==> config.mk <==
export PLATFORM = sky130hd
export DESIGN_NAME = decimal_text_to_integer
export DESIGN_NICKNAME = d
export VERILOG_FILES = /design/src/rtl/core/dtoi_pkg.sv /design/src/rtl/core/dtoi_step.sv /design/src/rtl/core/decimal_text_to_integer.sv
export SDC_FILE = /design/constraint.sdc
export NUM_CORES = 1
export LEC_CHECK = 0
export ABC_CLOCK_PERIOD_IN_PS = 6150
export BUFFER_PORTS_ARGS = -buffer_cell sky130_fd_sc_hd__buf_4
export CORE_ASPECT_RATIO = 1.25
export CORE_MARGIN = 5
export CORE_UTILIZATION = 45
export CTS_BUF_LIST = sky130_fd_sc_hd__clkbuf_4 sky130_fd_sc_hd__clkbuf_8 sky130_fd_sc_hd__clkbuf_16
export DETAILED_ROUTE_END_ITERATION = 10
export GPL_ROUTABILITY_DRIVEN = 0
export REMOVE_ABC_BUFFERS = 1
export SYNTH_ARGS = -nofsm -noshare
export SYNTH_HDL_FRONTEND = slang
export SYNTH_SLANG_ARGS = --single-unit
==> constraint.sdc <==
create_clock -name clk -period 6.15 [get_ports clk]
set_clock_uncertainty 0.2 [all_clocks]
set_input_delay 0.9225 -clock clk [delete_from_list [all_inputs] [get_ports clk]]
set_output_delay 0.9225 -clock clk [all_outputs]
set_load 0.01 [all_outputs]
==> src/rtl/core/dtoi_pkg.sv <==
// shared types, constants and limit functions for the decimal text converter
package dtoi_pkg;

  // default width of the consumed-character counter
  localparam int COUNT_BITS_DEF = 8;

  // configuration register indexes
  localparam logic [1:0] CFG_SIGNED_MODE  = 2'd0;
  localparam logic [1:0] CFG_RELAXED_MODE = 2'd1;
  localparam logic [1:0] CFG_NARROW_TO_32 = 2'd2;

  // result status codes
  localparam logic [1:0] ST_OK       = 2'd0;
  localparam logic [1:0] ST_INVALID  = 2'd1;
  localparam logic [1:0] ST_OVERFLOW = 2'd2;

  // character codes
  localparam logic [7:0] CH_NUL   = 8'h00;
  localparam logic [7:0] CH_TAB   = 8'h09;
  localparam logic [7:0] CH_SPACE = 8'h20;
  localparam logic [7:0] CH_PLUS  = 8'h2B;
  localparam logic [7:0] CH_MINUS = 8'h2D;
  localparam logic [7:0] CH_ZERO  = 8'h30;
  localparam logic [7:0] CH_NINE  = 8'h39;

  // range limits on the magnitude
  localparam logic [63:0] LIM64_NEG = 64'h8000_0000_0000_0000;
  localparam logic [63:0] LIM64_POS = 64'h7FFF_FFFF_FFFF_FFFF;
  localparam logic [63:0] LIM64_UNS = 64'hFFFF_FFFF_FFFF_FFFF;
  localparam logic [63:0] LIM32_NEG = 64'h0000_0000_8000_0000;
  localparam logic [63:0] LIM32_POS = 64'h0000_0000_7FFF_FFFF;
  localparam logic [63:0] LIM32_UNS = 64'h0000_0000_FFFF_FFFF;

  typedef enum logic [1:0] {
    PH_START   = 2'd0,
    PH_DIGITS  = 2'd1,
    PH_STOPPED = 2'd2,
    PH_FAILED  = 2'd3
  } phase_t;

  typedef struct packed {
    logic signed_mode;
    logic relaxed_mode;
    logic narrow_to_32;
  } cfg_t;

  typedef struct packed {
    phase_t      phase;
    logic        is_negative;
    logic        saw_digit;
    logic [63:0] magnitude;
    logic [1:0]  held_status;
  } parse_state_t;

  localparam parse_state_t STATE_CLEAR = '{
    phase:       PH_START,
    is_negative: 1'b0,
    saw_digit:   1'b0,
    magnitude:   64'd0,
    held_status: ST_OK
  };

  // 64-bit limit for the current sign and mode
  function automatic logic [63:0] lim64(input logic neg, input logic sgn);
    logic [63:0] lim;
    if (neg) begin
      lim = LIM64_NEG;
    end else if (sgn) begin
      lim = LIM64_POS;
    end else begin
      lim = LIM64_UNS;
    end
    return lim;
  endfunction

  // 32-bit narrowing limit for the current sign and mode
  function automatic logic [63:0] lim32(input logic neg, input logic sgn);
    logic [63:0] lim;
    if (neg) begin
      lim = LIM32_NEG;
    end else if (sgn) begin
      lim = LIM32_POS;
    end else begin
      lim = LIM32_UNS;
    end
    return lim;
  endfunction

endpackage

==> src/rtl/core/dtoi_step.sv <==
// one-character update of the parse state and the end-of-string result
module dtoi_step
  import dtoi_pkg::*;
#(
  parameter int COUNT_BITS = COUNT_BITS_DEF
) (
  input  cfg_t                  cfg,
  input  parse_state_t          st,
  input  logic [COUNT_BITS-1:0] cnt,
  input  logic [7:0]            ch,
  output parse_state_t          st_nxt,
  output logic [COUNT_BITS-1:0] cnt_nxt,
  output logic                  res_fire,
  output logic [1:0]            res_status,
  output logic [63:0]           res_value
);

  logic                  is_nul;
  logic                  is_digit;
  logic                  is_blank;
  logic                  is_sign;
  logic [7:0]            dsub;
  logic [67:0]           acc;
  logic                  dig_ovf;
  logic [COUNT_BITS-1:0] cnt_inc;
  logic [63:0]           fin_lim64;
  logic [63:0]           fin_lim32;

  // character classes
  assign is_nul   = (ch == CH_NUL);
  assign is_digit = (ch >= CH_ZERO) && (ch <= CH_NINE);
  assign is_blank = (ch == CH_SPACE) || (ch == CH_TAB);
  assign is_sign  = (ch == CH_PLUS) || (ch == CH_MINUS);
  assign dsub     = ch - CH_ZERO;

  // magnitude * 10 + digit, overflow when it passes the limit
  assign acc = 68'({st.magnitude, 3'b000}) + 68'({st.magnitude, 1'b0}) + 68'(dsub[3:0]);
  assign dig_ovf = acc > {4'b0000, lim64(st.is_negative, cfg.signed_mode)};

  // saturating counter bump
  assign cnt_inc = (cnt == {COUNT_BITS{1'b1}}) ? cnt : cnt + COUNT_BITS'(1);

  // limits checked again at the terminator with current registers
  assign fin_lim64 = lim64(st.is_negative, cfg.signed_mode);
  assign fin_lim32 = lim32(st.is_negative, cfg.signed_mode);

  // end-of-string result
  always_comb begin
    res_fire   = is_nul;
    res_value  = 64'd0;
    if (st.phase == PH_FAILED) begin
      res_status = st.held_status;
    end else if (!st.saw_digit) begin
      res_status = ST_INVALID;
    end else if (st.magnitude > fin_lim64) begin
      res_status = ST_OVERFLOW;
    end else if (cfg.narrow_to_32 && (st.magnitude > fin_lim32)) begin
      res_status = ST_OVERFLOW;
    end else begin
      res_status = ST_OK;
      res_value  = st.is_negative ? (64'd0 - st.magnitude) : st.magnitude;
    end
  end

  // next state for one character
  always_comb begin
    logic take_digit;
    st_nxt     = st;
    cnt_nxt    = cnt;
    take_digit = 1'b0;
    if (is_nul) begin
      st_nxt  = STATE_CLEAR;
      cnt_nxt = '0;
    end else begin
      unique case (st.phase)
        PH_START: begin
          if (cfg.relaxed_mode && is_blank) begin
            cnt_nxt = cnt_inc;
          end else if (cfg.signed_mode && is_sign) begin
            st_nxt.is_negative = (ch == CH_MINUS);
            st_nxt.phase       = PH_DIGITS;
            cnt_nxt            = cnt_inc;
          end else begin
            take_digit = 1'b1;
          end
        end
        PH_DIGITS: begin
          take_digit = 1'b1;
        end
        PH_STOPPED, PH_FAILED: begin
          st_nxt = st;
        end
        default: begin
          st_nxt = st;
        end
      endcase

      // digit accumulation, stop or failure
      if (take_digit) begin
        if (is_digit) begin
          if (dig_ovf) begin
            st_nxt.held_status = ST_OVERFLOW;
            st_nxt.phase       = PH_FAILED;
          end else begin
            st_nxt.magnitude = acc[63:0];
            st_nxt.saw_digit = 1'b1;
            st_nxt.phase     = PH_DIGITS;
            cnt_nxt          = cnt_inc;
          end
        end else if (cfg.relaxed_mode) begin
          st_nxt.phase = PH_STOPPED;
        end else begin
          st_nxt.held_status = ST_INVALID;
          st_nxt.phase       = PH_FAILED;
        end
      end
    end
  end

endmodule

==> src/rtl/core/decimal_text_to_integer.sv <==
// decimal text to integer converter top level
//
//   channel | ports                                         | direction
//   --------+-----------------------------------------------+----------
//   input   | in_valid, in_stall, in_text_char              | in
//   result  | out_valid, out_stall, out_parse_status,       | out
//           | out_parsed_value, out_used_count              |
//   config  | cfg_we, cfg_addr, cfg_wdata                   | in
//
// one character word is taken per cycle while in_stall is low; the rate is set by the single
// multiply-by-ten add and limit compare between the input and state registers.
// a result word enters the result register when its terminating NUL leaves the input register.
// rst_n (synchronous) clears the string state and loads the register defaults.
// in_stall rises only while a NUL waits behind a result word held by out_stall.
module decimal_text_to_integer
  import dtoi_pkg::*;
#(
  parameter int COUNT_BITS = COUNT_BITS_DEF
) (
  input  logic        clk,
  input  logic        rst_n,
  input  logic        in_valid,
  output logic        in_stall,
  input  logic [7:0]  in_text_char,
  output logic        out_valid,
  input  logic        out_stall,
  output logic [1:0]  out_parse_status,
  output logic [63:0] out_parsed_value,
  output logic [7:0]  out_used_count,
  input  logic        cfg_we,
  input  logic [1:0]  cfg_addr,
  input  logic [0:0]  cfg_wdata
);

  cfg_t                  cfg_r;
  logic                  v_r;
  logic [7:0]            ch_r;
  parse_state_t          st_r;
  parse_state_t          st_nxt;
  logic [COUNT_BITS-1:0] cnt_r;
  logic [COUNT_BITS-1:0] cnt_nxt;
  logic                  res_fire;
  logic [1:0]            res_status;
  logic [63:0]           res_value;
  logic                  hold;
  logic                  fire;
  logic [15:0]           cnt_ext;
  logic [7:0]            cnt_sat;
  logic                  out_valid_r;
  logic [1:0]            status_r;
  logic [63:0]           value_r;
  logic [7:0]            used_r;

  // configuration registers
  always_ff @(posedge clk) begin
    if (!rst_n) begin
      cfg_r <= '{signed_mode: 1'b1, relaxed_mode: 1'b1, narrow_to_32: 1'b0};
    end else if (cfg_we) begin
      unique case (cfg_addr)
        CFG_SIGNED_MODE:  cfg_r.signed_mode  <= cfg_wdata[0];
        CFG_RELAXED_MODE: cfg_r.relaxed_mode <= cfg_wdata[0];
        CFG_NARROW_TO_32: cfg_r.narrow_to_32 <= cfg_wdata[0];
        default:          cfg_r <= cfg_r;
      endcase
    end
  end

  // a NUL waits while the result register is full and stalled
  assign hold     = v_r && (ch_r == CH_NUL) && out_valid_r && out_stall;
  assign in_stall = hold;
  assign fire     = v_r && !hold;

  // input register
  always_ff @(posedge clk) begin
    if (!rst_n) begin
      v_r <= 1'b0;
    end else if (!hold) begin
      v_r <= in_valid;
    end
  end

  always_ff @(posedge clk) begin
    if (!hold && in_valid) begin
      ch_r <= in_text_char;
    end
  end

  dtoi_step #(
    .COUNT_BITS(COUNT_BITS)
  ) u_step (
    .cfg       (cfg_r),
    .st        (st_r),
    .cnt       (cnt_r),
    .ch        (ch_r),
    .st_nxt    (st_nxt),
    .cnt_nxt   (cnt_nxt),
    .res_fire  (res_fire),
    .res_status(res_status),
    .res_value (res_value)
  );

  // parse state registers
  always_ff @(posedge clk) begin
    if (!rst_n) begin
      st_r  <= STATE_CLEAR;
      cnt_r <= '0;
    end else if (fire) begin
      st_r  <= st_nxt;
      cnt_r <= cnt_nxt;
    end
  end

  // count saturated to the 8-bit output
  assign cnt_ext = 16'(cnt_r);
  assign cnt_sat = (cnt_ext > 16'd255) ? 8'hFF : cnt_ext[7:0];

  // result register
  always_ff @(posedge clk) begin
    if (!rst_n) begin
      out_valid_r <= 1'b0;
    end else if (fire && res_fire) begin
      out_valid_r <= 1'b1;
    end else if (!out_stall) begin
      out_valid_r <= 1'b0;
    end
  end

  always_ff @(posedge clk) begin
    if (fire && res_fire) begin
      status_r <= res_status;
      value_r  <= res_value;
      used_r   <= cnt_sat;
    end
  end

  assign out_valid        = out_valid_r;
  assign out_parse_status = status_r;
  assign out_parsed_value = value_r;
  assign out_used_count   = used_r;

  // a failed string always carries an error status
  a_failed_status: assert property (@(posedge clk) disable iff (!rst_n)
    (st_r.phase == PH_FAILED) |-> (st_r.held_status != ST_OK))
    else $error("failed phase without error status");

  // error results carry a zero value
  a_error_zero: assert property (@(posedge clk) disable iff (!rst_n)
    (out_valid_r && (status_r != ST_OK)) |-> (value_r == 64'd0))
    else $error("nonzero value on error result");

  // a new result word only follows a NUL
  a_result_from_nul: assert property (@(posedge clk) disable iff (!rst_n)
    (!(v_r && (ch_r == CH_NUL)) && !out_stall) |=> !out_valid_r)
    else $error("result word without a terminator");

  // input stall only comes from a blocked result
  a_stall_cause: assert property (@(posedge clk) disable iff (!rst_n)
    in_stall |-> (out_valid_r && out_stall && v_r))
    else $error("input stalled without a blocked result");

endmodule
* Word-level counts from Yosys, hierarchy flattened
Index checks and enable logic that the tools add are counted.
** Operators by class
- Bitwise operators :: 1
- $add $sub $neg :: 5
- Shift-type cells :: 0
- Equality and inequality tests :: 15
- Reductions and logical operators :: 30
- Order comparisons :: 6
- Div/mod/pow operators :: 0
- Multiply operators :: 0
- Mux-type cells :: 37
** Operator list (count)
- $mux 64 :: 4
- $mux 65 :: 2
- $gt 64x64->1 :: 2
- $mux 70 :: 1
- $add 67x65->68 :: 1
- $add 68x4->68 :: 1
- $gt 68x64->1 :: 1
- $mux 67 :: 1
- $mux 8 :: 8
- $sub 1x64->64 const A :: 1
- $mux 32 :: 1
- $eq 8x6->1 const B :: 3
- $mux 2 :: 10
- $reduce_and 4->1 :: 4
- $logic_and 1x1->1 :: 10
- $mux 3 :: 3
- $add 8x1->8 const B :: 1
- $eq 8x4->1 const B :: 1
- $eq 8x8->1 const B :: 1
- $ge 8x6->1 const B :: 1
- $gt 8x8->1 const B :: 1
- $le 8x6->1 const B :: 1
- $logic_not 8->1 :: 1
- $reduce_bool 2->1 :: 4
- 16 further kinds :: 30
** Word-level totals
- Register bits after elaboration :: 165
- Bits in writable memories :: 0
- Logic and storage cells :: 109
- Latch bits :: 0
- Memories :: 0
- Bits of input ports :: 16
- Bits in read-only memories :: 0

* Longest topological paths before layout
Gate-level depths: netlist of the first run.
- Depth after elaboration :: 10
- Mapped depth :: 28
- Mapped depth without buffers :: 26

* Modules after synthesis
From an unflattened synthesis of the first run, not the netlist that was laid out.
** Unflattened totals
- Cell total of the unflattened synthesis :: 2254
- Area total of the unflattened synthesis :: 17838.4 um^2
** Modules (own cells, without submodules)
- dtoi_step :: instances 1, cells an instance 1600, area each 10689.0 um^2
- decimal_text_to_integer :: instances 1, cells an instance 654, area each 7149.4 um^2

* Worst setup path before layout of the first run
Ideal clock, no wire load.
- Path kind :: register to register
- From :: reg st_r[67] (netlist bit)
- To :: reg st_r[23] (netlist bit)
- Arrival time :: 6508 ps
- Buffers on the path :: 3
- Setup slack :: -674 ps
- Period minus slack after synthesis :: 6824 ps
- Cell stages (with the launch flop) :: 16
- Data required time :: 5834 ps
- Library setup time :: 116 ps
- Cells stage by stage :: dfxtp_1 > clkbuf_1 > clkbuf_1 > nor2b_1 > ha_1 > nand4_1 > or4_1 > or3_1 > nand2_1 > o221ai_1 > a211o_1 > a2111oi_2 > o22ai_1 > clkbuf_1 > and3_1 > a31o_2
** On the way
- Longest elaborated chain between the ends :: 4
** Ends and longest elaborated chain
- start, declared :: RTL line decimal_text_to_integer.sv:38 : parse_state_t st_r;
- start signal, assigned :: RTL line decimal_text_to_integer.sv:108 : st_r <= st_nxt;
- $mux 64 :: RTL line dtoi_pkg.sv:66 : if (neg) begin
- $gt 68x64->1 :: RTL line dtoi_step.sv:38 : assign dig_ovf = acc > {4'b0000, lim64(st.is_negative, cfg.signed_mode)};
- $ne 2x2->1 (no line)
- $reduce_and 4->1 (no line)
Every way passes these cells.
A chain may end at the register's enable or synchronous reset.

* Final worst setup path of the first run
- From :: reg ch_r[3]
- To :: reg st_r[5] (netlist bit)
** On the way
- Longest elaborated chain between the ends :: 9
** Ends and longest elaborated chain
- start, declared :: RTL line decimal_text_to_integer.sv:37 : logic [7:0] ch_r;
- start signal, assigned :: RTL line decimal_text_to_integer.sv:84 : ch_r <= in_text_char;
- branches (longest 9 deep; another with $add 68x4->68)
Parallel ways; which one is timed is not known. The select of a mux whose other input is x is not followed.

==> reports/qor.csv, run 1 <==
stage,metric,value,unit
sta,Slew Limit Headroom,28.9,%
sta,pins over their slew limit,0,
worst_setup_path,reg2reg setup slack,-0.33,ns
cells_and_area,area grow syn2layout,31.8,%
floorplan,I/O pin cnt,92,
power,Leakage Power,0.00988,uW
cells_and_area,# nets final,2456,
global_route,M3 GR Usage,3.26,%
logic_synthesis,Yosys cell types,77,
power,Worst IR Drop VDD,0.150,mV
placement,placed cells,2553,
sta,Final Cycle Share,105,%
detailed_routing,First-pass DRT Iterations,5,
logic_synthesis,synth warn,0,
cells_and_area,"leading cell type in the layout, fill and taps excluded",buf_4,
logic_synthesis,sequential fraction of the synthesis area,27.0,%
cts,H-tree levels,4,
sta,Tmin final,6.48,ns
worst_setup_path,Crit. End Element,flip-flop,
hold_path,hold path startpoint,cnt_r[1],
power,PwrDens,122,mW/mm^2
detailed_routing,DR vias/cell,5.89,
global_route,grt met1 use,29.3,%
logic_synthesis,main flop type after synthesis,dfxtp_1,
worst_setup_path,Top Family by Delay on Critical Path,compound AO/OA/AOI/OAI gates,
worst_setup_path,Setup CP Type,reg2reg,
cells_and_area,ratio of cells with drive above 1 in the final layout,26.1,%
cells_and_area,fill count,3005,
run_status,failing checks,negative setup slack,
global_route,vias in the first global route,15600,
logic_synthesis,"Cell Area, Synth",0.0153,sq mm
sta,post-route setup TNS,-19.53,ns
detailed_routing,Vias,15400,
detailed_routing,remaining antenna violation count after routing,0,
global_route,global route overflow,0,
sta,RSZ-0062 raised after global routing,yes,
run_status,status,"complete, but fails checks",
cts,Clock Latency Late Sink,0.46,ns
worst_setup_path,critical path launch point type,flip-flop,
floorplan,die area,0.0378,sq mm
global_route,first-pass GRT wire length,80500,um
floorplan,Die Ht,216,um
hold_path,worst hold path type,reg2reg,
cts,Num CTS Buffers,17,
cts,CTS max path bufs,2,
logic_synthesis,synthesized flop and latch total,165,
global_route,largest net degree at the start of global routing,78,
sta,post-route setup slack,-0.326,ns
cts,Clock transition at path regs,0.07,ns
cells_and_area,most used cells in the layout excluding fill and tap cells,"buf_4, ha_1, nand2_1",
global_route,initial antenna violation count,0,
logic_synthesis,Syn Inst Count,1799,
worst_setup_path,"most used cell, CP",buf_4,
detailed_routing,Post-Route WL,49700,um
flow_run,Max-Cap Viols,0,
detailed_routing,DR iter-0 viols,1034,
sta,Fmax,0.154,GHz
sta,Slew @ Worst Pin,1.06,ns
sta,final hold violations,0,
worst_setup_path,R2R Path End,st_r[5],
cells_and_area,fin cells,2616,
detailed_routing,DRC viols,0,
worst_setup_path,crit path max-delay cell type,fa_1,
floorplan,Die X,175,um
global_route,GR peak layer,met2,
worst_setup_path,WP data required,6.29,ns
worst_setup_path,FF-to-FF path depth,29,
logic_synthesis,Post-synth EDFFs,82,
detailed_routing,post-DR wirelength/cell,19.0,um
hold_path,hold path cells,0,
floorplan,initial core utilization,45.5,%
hold_path,Hold EP,out_used_count[1],
worst_setup_path,crit path max fanout,15,
power,total power,2460,uW
worst_setup_path,crit-path max cell delay,0.53,ns
sta,# setup viols final,76,
cells_and_area,antenna cells,0,
placement,Post-DP HPWL,37600,um
worst_setup_path,CP arrival,6.62,ns
global_route,total track usage,26.1,%
floorplan,Rows,75,
worst_setup_path,FF-to-FF Start,ch_r[3],
cts,clock root buffer,clkbuf_16,
placement,Port Buf Inserts,91,
logic_synthesis,async set-reset flop share out of synthesis,0,%
worst_setup_path,WP buf/inv,6,
cts,TritonCTS Sinks,165,
global_route,M2 GR Usage,49.0,%
floorplan,core area,0.0336,sq mm
logic_synthesis,syn avg cell area,8.50,sq um
cts,CTS tree,done,
-- worst max path at each step --
stage	cells after the start	slack, ns	startpoint	end
CTS	28	-0.14	ch_r[3]	st_r[61]
floorplan	12	-4.36	st_r[67]	st_r[66]
global route	29	-0.69	ch_r[3]	st_r[2]
detailed placement	27	-0.89	ch_r[3]	cnt_r[3]
finish	29	-0.33	ch_r[3]	st_r[5]
global placement	26	-0.73	ch_r[3]	cnt_r[3]
-- worst reg2reg max path: cells and delay by family (launching register included) --
| kind | cells | cell delay [ns] |
|---|---|---|
| fa+ha+maj | 3 | 1.08 |
| simple gates | 6 | 1.31 |
| buf+inv | 6 | 1.05 |
| compound gates | 13 | 2.13 |
| xor+xnor | 1 | 0.16 |
| flops | 1 | 0.41 |
-- cell usage after synthesis, types with 6 or more instances --
cell type	count	area share (%)
nor2_1	95	2.3
a21oi_1	122	4.0
nand2_1	171	4.2
and3_1	18	0.74
clkbuf_1	72	1.8
nor3_1	87	2.8
a221oi_1	7	0.40
mux2i_1	6	0.39
dfxtp_1	83	11
o21bai_1	13	0.64
o211ai_1	13	0.64
xor2_1	81	4.6
nand2b_1	14	0.57
inv_1	37	0.91
a21boi_0	8	0.39
edfxtp_1	82	16
nand4_1	49	2.0
a211oi_1	12	0.59
and2_1	14	0.57
o31ai_1	27	1.3
nor4_1	13	0.53
a31oi_1	11	0.45
o21a_1	18	0.88
or3_1	10	0.41
nand3_1	99	3.2
nor2b_1	15	0.61
buf_1	9	0.22
ha_1	258	21
a21o_1	49	2.4
o41ai_1	15	0.86
o21ai_0	143	4.7
xnor2_1	41	2.3
or4_1	10	0.49
a31o_2	8	0.46
-- timing repair --
action                                  CTS  global route
pin swaps                                45             9
hold buffers                              0             0
endpoints found under the setup margin   76            76
cloned                                    7             0
gates resized for setup                 120            14
setup buffers                            18             7
endpoints found under the hold margin     0             0
-- final cells by class --
class                   instances  area (sq um)  share of cell area (%)
multi-input cells            1514         11200                    55.5
flip-flops and latches        165          4130                    20.5
repair buffers                445          3570                    17.7
well taps                     423           529                    2.62
clock buffers                  19           447                    2.22
clock inverters                13           145                   0.720
inverters                      37           140                   0.695
-- layer usage --
layer  routed length [um]  vias up
met3                 1770      112
met1                19600     7366
li1                     -     7595
met5                    0        -
met2                25900      340
met4                 2400        0
-- report_power, final --
group | internal (uW) | switching (uW)
clock network | 620 | 505
logic | 57.3 | 98.3
registers | 1170 | 12.5
-- registers in the layout, indices dropped and copies added (netlist names) --
register	flops
out_used_count	8
v_r	1
ch_r	8
out_valid	1
st_r	70
cfg_r	3
out_parse_status	2
out_parsed_value	64
cnt_r	8
-- kinds of logic after synthesis --
kind of cell | share of synthesized area [%]
AOI/OAI and AO/OA | 21.2
xor gates and xnor gates | 6.98
adders and majority gates | 21.4
buffers and inverters | 2.99
DFF | 27.0
muxes | 0.393
and+or+nand+nor | 20.1
-- stage by stage --
stage | worst slack (ns) | cell area (sq um) | utilization [%] | hold WS, ns
final | -0.326 | 20200 | 60.0 | 0.290
after global routing | -0.687 | 20200 | 60.0 | 0.331
after floorplan | -4.36 | 15000 | - | 0.246
after detailed placement | -0.892 | 18700 | 55.8 | 0.275
after global placement | -0.726 | 18700 | 55.8 | 0.285
after CTS | -0.143 | 20000 | 59.6 | 0.292
(Power assumes the default switching activity.)
==> run 2: changes to the inputs <==
--- a/config.mk
+++ b/config.mk
@@ -13,6 +13,7 @@
 export CTS_BUF_LIST = sky130_fd_sc_hd__clkbuf_4 sky130_fd_sc_hd__clkbuf_8 sky130_fd_sc_hd__clkbuf_16
 export DETAILED_ROUTE_END_ITERATION = 10
 export GPL_ROUTABILITY_DRIVEN = 0
+export PLACE_DENSITY = 0.62
 export REMOVE_ABC_BUFFERS = 1
 export SYNTH_ARGS = -nofsm -noshare
 export SYNTH_HDL_FRONTEND = slang
==> run 2 against run 1 <==
Against the previous run:
- the flow still finishes with violations (negative setup slack)
- hold slack gained 0.019 ns
- first-iteration DRC count fell by 5.7%
- total power is 1.3% higher
- critical path depth fell by 1
- via count grew 0.58%
- count of clock-buffer cells in the layout did not move
- routed wire length up 3.1%
- non-clock buffer count fell by 9
- sequential power about the same
- flip-flop and latch count stayed put
- core utilization grew 0.58 points
- critical endpoint is now cnt_r[7]
- largest cell class unchanged
==> reports/qor.csv, run 2 (synthesized netlist as in run 1, its figures left out) <==
stage,metric,value,unit,change
run_status,status,"complete, but fails checks",,
run_status,failing checks,negative setup slack,,
cts,Clock Latency Late Sink,0.47,ns,about the same
worst_setup_path,CP arrival,6.74,ns,+0.12 ns
detailed_routing,DR iter-0 viols,975,,-5.7%
power,Worst IR Drop VDD,0.150,mV,about the same
worst_setup_path,Crit. End Element,flip-flop,,
global_route,initial antenna violation count,0,,unchanged
worst_setup_path,critical path launch point type,flip-flop,,
sta,final hold violations,0,,unchanged
global_route,first-pass GRT wire length,80800,um,+0.44%
sta,Hold WS,0.309,ns,+0.0193 ns
cells_and_area,antenna cells,0,,unchanged
cts,TritonCTS Sinks,165,,unchanged
cells_and_area,most used cells in the layout excluding fill and tap cells,"buf_4, ha_1, nand2_1",,
sta,# setup viols final,76,,unchanged
worst_setup_path,Top Family by Delay on Critical Path,compound AO/OA/AOI/OAI gates,,
detailed_routing,First-pass DRT Iterations,5,,unchanged
floorplan,initial core utilization,45.5,%,unchanged
detailed_routing,Post-Route WL,51200,um,+3.1%
floorplan,I/O pin cnt,92,,unchanged
detailed_routing,DR vias/cell,5.95,,+0.96%
power,Leakage Power,0.00989,uW,+0.11%
sta,Slew @ Worst Pin,1.32,ns,+0.260 ns
cells_and_area,ratio of cells with drive above 1 in the final layout,28.1,%,+2.0 points
placement,Port Buf Inserts,91,,unchanged
detailed_routing,remaining antenna violation count after routing,0,,unchanged
detailed_routing,Metal-1 WL,20900,um,+6.4%
cts,clock root buffer,clkbuf_16,,
detailed_routing,DRC viols,0,,unchanged
cts,Clock transition at path regs,0.07,ns,about the same
cts,H-tree levels,4,,unchanged
worst_setup_path,WP buf/inv,5,,-1
placement,Placement Setup Slack,-0.902,ns,-0.0102 ns
sta,Slew Limit Headroom,11.4,%,-17 points
global_route,global route overflow,0,,unchanged
power,Comb pwr share,6.5,%,+0.2 points
floorplan,Die Ht,216,um,unchanged
cts,cts hold-fix bufs,0,,unchanged
floorplan,die area,0.0378,sq mm,unchanged
cells_and_area,Largest register FFs,70,,unchanged
cts,CTS max path bufs,2,,unchanged
detailed_routing,DR WL met3,1960,um,+11%
cts,CTS tree,done,,
power,total power,2490,uW,+1.3%
cells_and_area,largest reg by FF count,st_r,,
sta,Final Cycle Share,107,%,+1.4 points
cells_and_area,# nets final,2446,,-0.41%
floorplan,core area,0.0336,sq mm,unchanged
flow_run,Max-Cap Viols,0,,unchanged
sta,pins over their slew limit,0,,unchanged
worst_setup_path,crit path max-delay cell type,fa_1,,
detailed_routing,Vias,15500,,+0.58%
cts,Num CTS Buffers,17,,unchanged
worst_setup_path,crit path max fanout,7,,-8
cells_and_area,fill count,2946,,-2.0%
global_route,largest net degree at the start of global routing,78,,unchanged
worst_setup_path,WP data required,6.33,ns,+0.04 ns
power,Internal Power,1880,uW,+1.8%
sta,Tmin final,6.56,ns,+0.0840 ns
global_route,total track usage,26.4,%,+0.30 points
power,Switch Pwr,614,uW,-0.30%
sta,RSZ-0062 raised after global routing,yes,,
worst_setup_path,"most used cell, CP",buf_4,,
power,Switching Share,24.6,%,-0.40 points
power,Seq pwr share,47.4,%,-0.6 points
sta,Fmax,0.152,GHz,-1.3%
worst_setup_path,Setup CP Type,reg2reg,,
detailed_routing,post-DR wirelength/cell,19.7,um,+3.5%
power,PwrDens,123,mW/mm^2,+0.33%
power,clock power share,46.2,%,+0.5 points
sta,post-route setup slack,-0.410,ns,-0.0840 ns
cells_and_area,area grow syn2layout,33.1,%,
floorplan,Rows,75,,unchanged
hold_path,worst hold path type,reg2reg,,
worst_setup_path,crit-path max cell delay,0.49,ns,-0.04 ns
detailed_routing,Top Layer Used,met4,,
cells_and_area,post-layout util,60.6,%,+0.58 points
placement,Post-DP HPWL,37200,um,-0.99%
cells_and_area,"leading cell type in the layout, fill and taps excluded",buf_4,,
detailed_routing,met2 wire length,26200,um,+1.4%
floorplan,Die X,175,um,unchanged
global_route,vias in the first global route,15400,,-1.5%
## run 2: what timing repair did
item                       CTS  global route
buffers inserted            19            11
pin swaps                   89            33
resized for setup          150            67
cloned                       9             0
setup endpoints to repair   76            76
## run 2: power by group through the flow
stage,logic [uW],registers (uW),clock network (uW)
after detailed placement,138,1210,0
after floorplan,59.0,1210,0
after global routing,172,1180,1210
after global placement,134,1210,0
after CTS,157,1180,1170
final,161,1180,1150
## run 2: worst paths after layout
path	from	to	slack [ns]	depth (start not counted)
min reg2reg	cnt_r[5]	out_used_count[5]	0.31	0
max reg2reg	ch_r[3]	cnt_r[7]	-0.41	28
max	ch_r[3]	cnt_r[7]	-0.41	28
min	cnt_r[5]	out_used_count[5]	0.31	0
## run 2: worst reg2reg max path: cells and delay by family, from the launching register on
kind            cells  cell delay (ns)
compound gates     13             2.34
simple gates        6             1.47
fa+ha+maj           3             1.11
buf+inv             5             0.70
flops               1             0.41
xor+xnor            1             0.24
## run 2: area by class of cell
| class | instances | area (sq um) | share of cell area, % |
|---|---|---|---|
| clock buffers | 19 | 440 | 2.16 |
| clock inverters | 13 | 169 | 0.830 |
| inverters | 37 | 140 | 0.688 |
| multi-input cells | 1513 | 11400 | 56.2 |
| flip-flops and latches | 165 | 4130 | 20.3 |
| well taps | 423 | 529 | 2.60 |
| repair buffers | 436 | 3510 | 17.3 |
## run 2: through the flow
stage	area, sq um	cells	TNS [ns]
5_1_grt	20400	2606	-42.03
3_3_place_gp	18600	2539	-44.21
2_1_floorplan	15000	1715	-432.70
3_5_place_dp	18600	2539	-62.06
6_report	20400	2606	-24.06
4_1_cts	20000	2599	-7.41
## run 2: metal layers
layer  track usage (%)  vias to the layer above
li1                  -                     7568
met1              30.6                     7464
met2              48.1                      362
met3              3.62                      108
met4              12.1                        0
met5                 0                        -
